--- src/rtl/skt_blit_pkg.sv ---
// Package for the scaled, keyed and tinted blit core.
// Holds the register map, the function codes and the pipeline payload types.
// Depends on nothing.
package skt_blit_pkg;

  localparam int unsigned QuotW = 10;
  localparam int unsigned DivStages = 11;

  typedef enum logic [2:0] {
    REG_SRC_ORG_X  = 3'd0,
    REG_SRC_ORG_Y  = 3'd1,
    REG_SRC_SPAN_W = 3'd2,
    REG_SRC_SPAN_H = 3'd3,
    REG_DST_SPAN_W = 3'd4,
    REG_DST_SPAN_H = 3'd5,
    REG_TINT_COLOR = 3'd6,
    REG_KEY_COLOR  = 3'd7
  } reg_idx_e;

  typedef enum logic {
    FUNC_WRITE = 1'b0,
    FUNC_PIXEL = 1'b1
  } func_e;

  typedef struct packed {
    logic [10:0] pix_x;
    logic [10:0] pix_y;
    logic        err;
  } pix_info_t;

  // One restoring division step: 20-bit dividend shifted through a 12-bit remainder.
  typedef struct packed {
    logic [19:0] num;
    logic [11:0] rem;
    logic [10:0] quo;
  } div_state_t;

  function automatic div_state_t div_step(div_state_t s, logic [10:0] den);
    div_state_t r;
    logic [12:0] trial;
    r = s;
    trial = {s.rem, s.num[19]} - {2'b00, den};
    r.num = {s.num[18:0], 1'b0};
    if (!trial[12]) begin
      r.rem = trial[11:0];
      r.quo = {s.quo[9:0], 1'b1};
    end else begin
      r.rem = {s.rem[10:0], s.num[19]};
      r.quo = {s.quo[9:0], 1'b0};
    end
    return r;
  endfunction

endpackage

--- src/rtl/skt_blit_div.sv ---
// Pipelined restoring divider, two quotient bits a stage, with stall.
// Depends on skt_blit_pkg.
module skt_blit_div
  import skt_blit_pkg::*;
(
  input  logic        clk_i,
  input  logic        en_i,
  input  logic [19:0] num_i,
  input  logic [10:0] den_i,
  output logic [10:0] quo_o
);

  localparam int unsigned NSt = 10;
  div_state_t st_q [NSt];

  always_ff @(posedge clk_i) begin
    if (en_i) begin
      st_q[0] <= div_step(div_step('{num: num_i, rem: '0, quo: '0}, den_i), den_i);
      for (int i = 1; i < NSt; i++) begin
        st_q[i] <= div_step(div_step(st_q[i-1], den_i), den_i);
      end
    end
  end

  assign quo_o = st_q[NSt-1].quo;

endmodule
--- config.mk ---
export PLATFORM = sky130hd
export DESIGN_NAME = skt_blit_div
export DESIGN_NICKNAME = d
export VERILOG_FILES = /design/src/rtl/skt_blit_pkg.sv /design/src/rtl/skt_blit_div.sv
export SDC_FILE = /design/constraint.sdc
export NUM_CORES = 1
export LEC_CHECK = 0
export BUFFER_PORTS_ARGS = -buffer_cell sky130_fd_sc_hd__buf_2
export CAP_MARGIN = 20
export CORE_MARGIN = 4
export CORE_UTILIZATION = 40
export CTS_CLUSTER_SIZE = 30
export DETAILED_ROUTE_END_ITERATION = 10
export GPL_TIMING_DRIVEN = 0
export SETUP_SLACK_MARGIN = 0.1
export SYNTH_ARGS = -nofsm -noshare
export SYNTH_HDL_FRONTEND = slang
export SYNTH_SLANG_ARGS = --single-unit
--- constraint.sdc ---
create_clock -name clk_i -period 8.6 [get_ports clk_i]
set_clock_uncertainty 0.2 [all_clocks]
set_input_delay 0.43 -clock clk_i [delete_from_list [all_inputs] [get_ports clk_i]]
set_output_delay 0.43 -clock clk_i [all_outputs]
set_load 0.005 [all_outputs]
==> run metrics <==
initial antenna violation count=1; CTS tree=yes; crit path launch=st_q[6][40]$_DFFE_PP_; Die Ht=225 um; largest net degree at the start of global routing=126; grt ovf=0; final hold viol count=0; core box area=46500 sq um; worst setup path end=st_q[7][14]$_DFFE_PP_; register with the most flip-flops=st_q; RSZ-0062 raised after global routing=false; ANT nets after route=0; Slew Viols, Final=0; post-DP HPWL=29.9 mm; Worst Path Required=8.72 ns; FF+latch count, synth=234; fraction of layout cells with a size suffix above 1=14.1%; largest stage delay on the critical path=0.52 ns; slowest cell on the critical path=xnor2_1; die area=50400 sq um; critical path capture point type=register; drt first pass iters=5; Max clock buf depth=3; Startpoint Class=register; Fmax=150 MHz; post-synthesis cell type count=93; status=complete, no violations; Area Overhead vs Synth=12.2%; final setup vio count=0; registers with the most flip-flops=st_q x234; WL per Instance=16.7 um; worst hold path class=in -> reg; Buf+Inv Stages, Crit Path=3; Vias per Instance=5.47; Clock Sinks=234; Tot GR Track Use=15.9%; CP top delay family=compound AO/OA/AOI/OAI gates; Cell Area, Synth=18800 sq um; clock latency on the worst-skew pair=0.59 ns; RR Startpoint=st_q[6][40]$_DFFE_PP_; worst reg2reg path depth=23; YS warnings=0; Post-synth top flop=edfxtp_1; Initial Util=40.4%; Worst Path Arrival=6.78 ns; Port Buffers=43; vias in the first global route=13400; r2r setup slk=1.94 ns; Async S/R FF share, synth=0%; Critical R2R Capture=st_q[7][14]$_DFFE_PP_; Vias=13400; Crit Path Class=reg -> reg; EDFF count, synth=234; Syn Inst Count=1725; # IOs=44; # nets final=2090; DR DRC count=0; worst path cell trace=inv_1 -> ha_1 -> fa_1 -> nand2b_1 -> a21o_1 -> and4bb_1 -> o21ai_1 -> a21oi_1 -> xnor2_1 -> buf_2 -> nor2_1 -> a21oi_1 -> fa_1 -> a21o_1 -> a21oi_1 -> o21ai_0 -> o211ai_1 -> a21boi_0 -> o21a_1 -> a211oi_2 -> xnor2_1 -> buf_2 -> mux2_2; max reg flops=234; CTS Buf Count=29; CTS root buffer=clkbuf_16; 1st-iter DRT viols=714; Core Rows=79; CP Depth=23; H-tree levels=1; gp weighted congestion=0.866; Worst Path Max Fanout=10; Detailed Route WL=40.9 mm; post-synthesis sequential area ratio=37.5%; CP dominant cell by count=a21oi_1; Chip Width=225 um; Avg Inst Size Synth=10.9 sq um; first-pass GRT wire length=66.7 mm; clock-pin transition on the worst setup and hold timing paths=0.05 ns; Min Clock Period, post-route=6.66 ns; # diodes=0; Setup TNS=0 ns; worst slew pin tran=0.995 ns; max_cap viols=0; Final Cycle Share=77.4%; slew margin rel.=33.6%
## worst reg2reg max path: stages (launching register included)
cell,delay [ns]
edfxtp_1,0.35
inv_1,0.05
ha_1,0.20
fa_1,0.41
nand2b_1,0.19
a21o_1,0.21
and4bb_1,0.23
o21ai_1,0.32
a21oi_1,0.14
xnor2_1,0.52
buf_2,0.35
nor2_1,0.07
a21oi_1,0.38
fa_1,0.32
a21o_1,0.13
a21oi_1,0.09
o21ai_0,0.35
o211ai_1,0.15
a21boi_0,0.26
o21a_1,0.23
a211oi_2,0.07
xnor2_1,0.42
buf_2,0.36
mux2_2,0.38
## layout make-up
| cell class | count | area, sq um |
|---|---|---|
| plain buffers | 21 | 115 |
| clock buffers | 35 | 748 |
| clock inverters | 14 | 135 |
| fillers | 4238 | 25400 |
| inverters | 92 | 345 |
| multi-input cells | 1381 | 11300 |
| flip-flops and latches | 234 | 7030 |
| well taps | 607 | 759 |
| repair buffers | 70 | 641 |
## logic make-up after synthesis
family	count (synthesis)	synth area share, %
buf+inv	113	2.46
flops	234	37.5
compound gates	443	16.5
mux	177	10.7
fa+ha+maj	228	15.9
xor+xnor	149	7.08
simple gates	380	9.82
other cells	1	0.0200
## per-layer routing
layer	vias up	track usage, %	wire, um	part of all wire [%]
met1	6401	20.6	18900	46
met4	2	5.04	1320	3.2
met5	-	0	10	0.024
li1	6727	-	-	-
met2	205	27.6	19300	47
met3	83	2.39	1370	3.3
## how the worst min path moves through the flow
stage	from	to	slack, ns	cells after the start
global placement	st_q[1][38]$_DFFE_PP_	st_q[2][40]$_DFFE_PP_	0.20	0
floorplan	st_q[0][23]$_DFFE_PP_	st_q[1][25]$_DFFE_PP_	0.20	0
global route	num_i[18]	st_q[0][11]$_DFFE_PP_	0.12	3
CTS	num_i[18]	st_q[0][11]$_DFFE_PP_	0.06	3
detailed placement	st_q[0][37]$_DFFE_PP_	st_q[1][39]$_DFFE_PP_	0.20	0
finish	num_i[18]	st_q[0][11]$_DFFE_PP_	0.09	3
## cells in the final DEF (no fill, tap or decap), types with 11 or more instances in the layout
master,n
fa_1,18
edfxtp_1,234
mux2i_1,27
buf_2,53
o21a_1,52
nand2_1,70
o21bai_1,11
nor2_1,132
xor2_1,32
a21boi_0,11
o21ai_0,75
clkbuf_16,29
nand3_1,14
a31oi_1,14
xnor2_1,114
mux2_4,15
dlygate4sd3_1,18
a21o_1,46
ha_1,210
nor3_1,46
nand2b_1,18
mux2_2,97
or3_1,14
a21oi_1,103
o211ai_1,14
inv_1,91
mux2_1,38
nor2b_1,38
clkbuf_1,12
## Yosys cell counts (5+ instances only)
library cell  number  area (sq um)
or2_2              7          43.8
mux2_1            38           428
o21ai_0           75           375
o21ai_1           10          50.1
a21o_1            46           345
o31ai_1            6          45.0
a31oi_1           14          87.6
a211oi_1           7          52.6
a22oi_1            5          37.5
mux2i_1           27           270
xor2_1            32           280
mux2_2            97          1090
nor2_1           132           495
nor3_1            46           230
and3_1             7          43.8
o211ai_1          14           105
buf_2             11          55.1
mux2_4            15           225
nor4_1             6          37.5
clkbuf_1           6          22.5
o21a_1            52           390
nand2b_1          18           113
ha_1             210          2630
or3_1             14          87.6
edfxtp_1         234          7030
o22a_1             5          43.8
a21boi_0          11          82.6
nand3_1           14          70.1
o31a_1            10          87.6
nand2_1           70           263
fa_1              18           360
and2_1             6          37.5
a21oi_1          103           515
xnor2_1          114           998
inv_1             92           345
o41ai_2            5          81.3
nor2b_1           38           238
o21bai_1          11          82.6
## per-stage QoR
| step | cell area (sq um) | setup slack [ns] | cells | util [%] | hold slack (ns) |
|---|---|---|---|---|---|
| floorplan | 18800 | 2.84 | 1728 | - | 0.200 |
| global placement | 19700 | 1.34 | 2378 | 42.5 | 0.201 |
| detailed placement | 19900 | 1.36 | 2385 | 42.9 | 0.205 |
| CTS | 21000 | 1.88 | 2452 | 45.2 | 0.0590 |
| global route | 21000 | 1.37 | 2454 | 45.3 | 0.122 |
| finish | 21000 | 1.94 | 2454 | 45.3 | 0.0871 |
## timing repair
item / CTS / global route
hold buffers: 18 / 0
setup endpoints to repair: 0 / 0
buffers inserted: 0 / 0
endpoints found under the hold margin: 18 / 0
gates resized for setup: 0 / 0
Power is not shown: default switching activity piles up to over one toggle a cycle in this logic, so the estimate is an artifact.
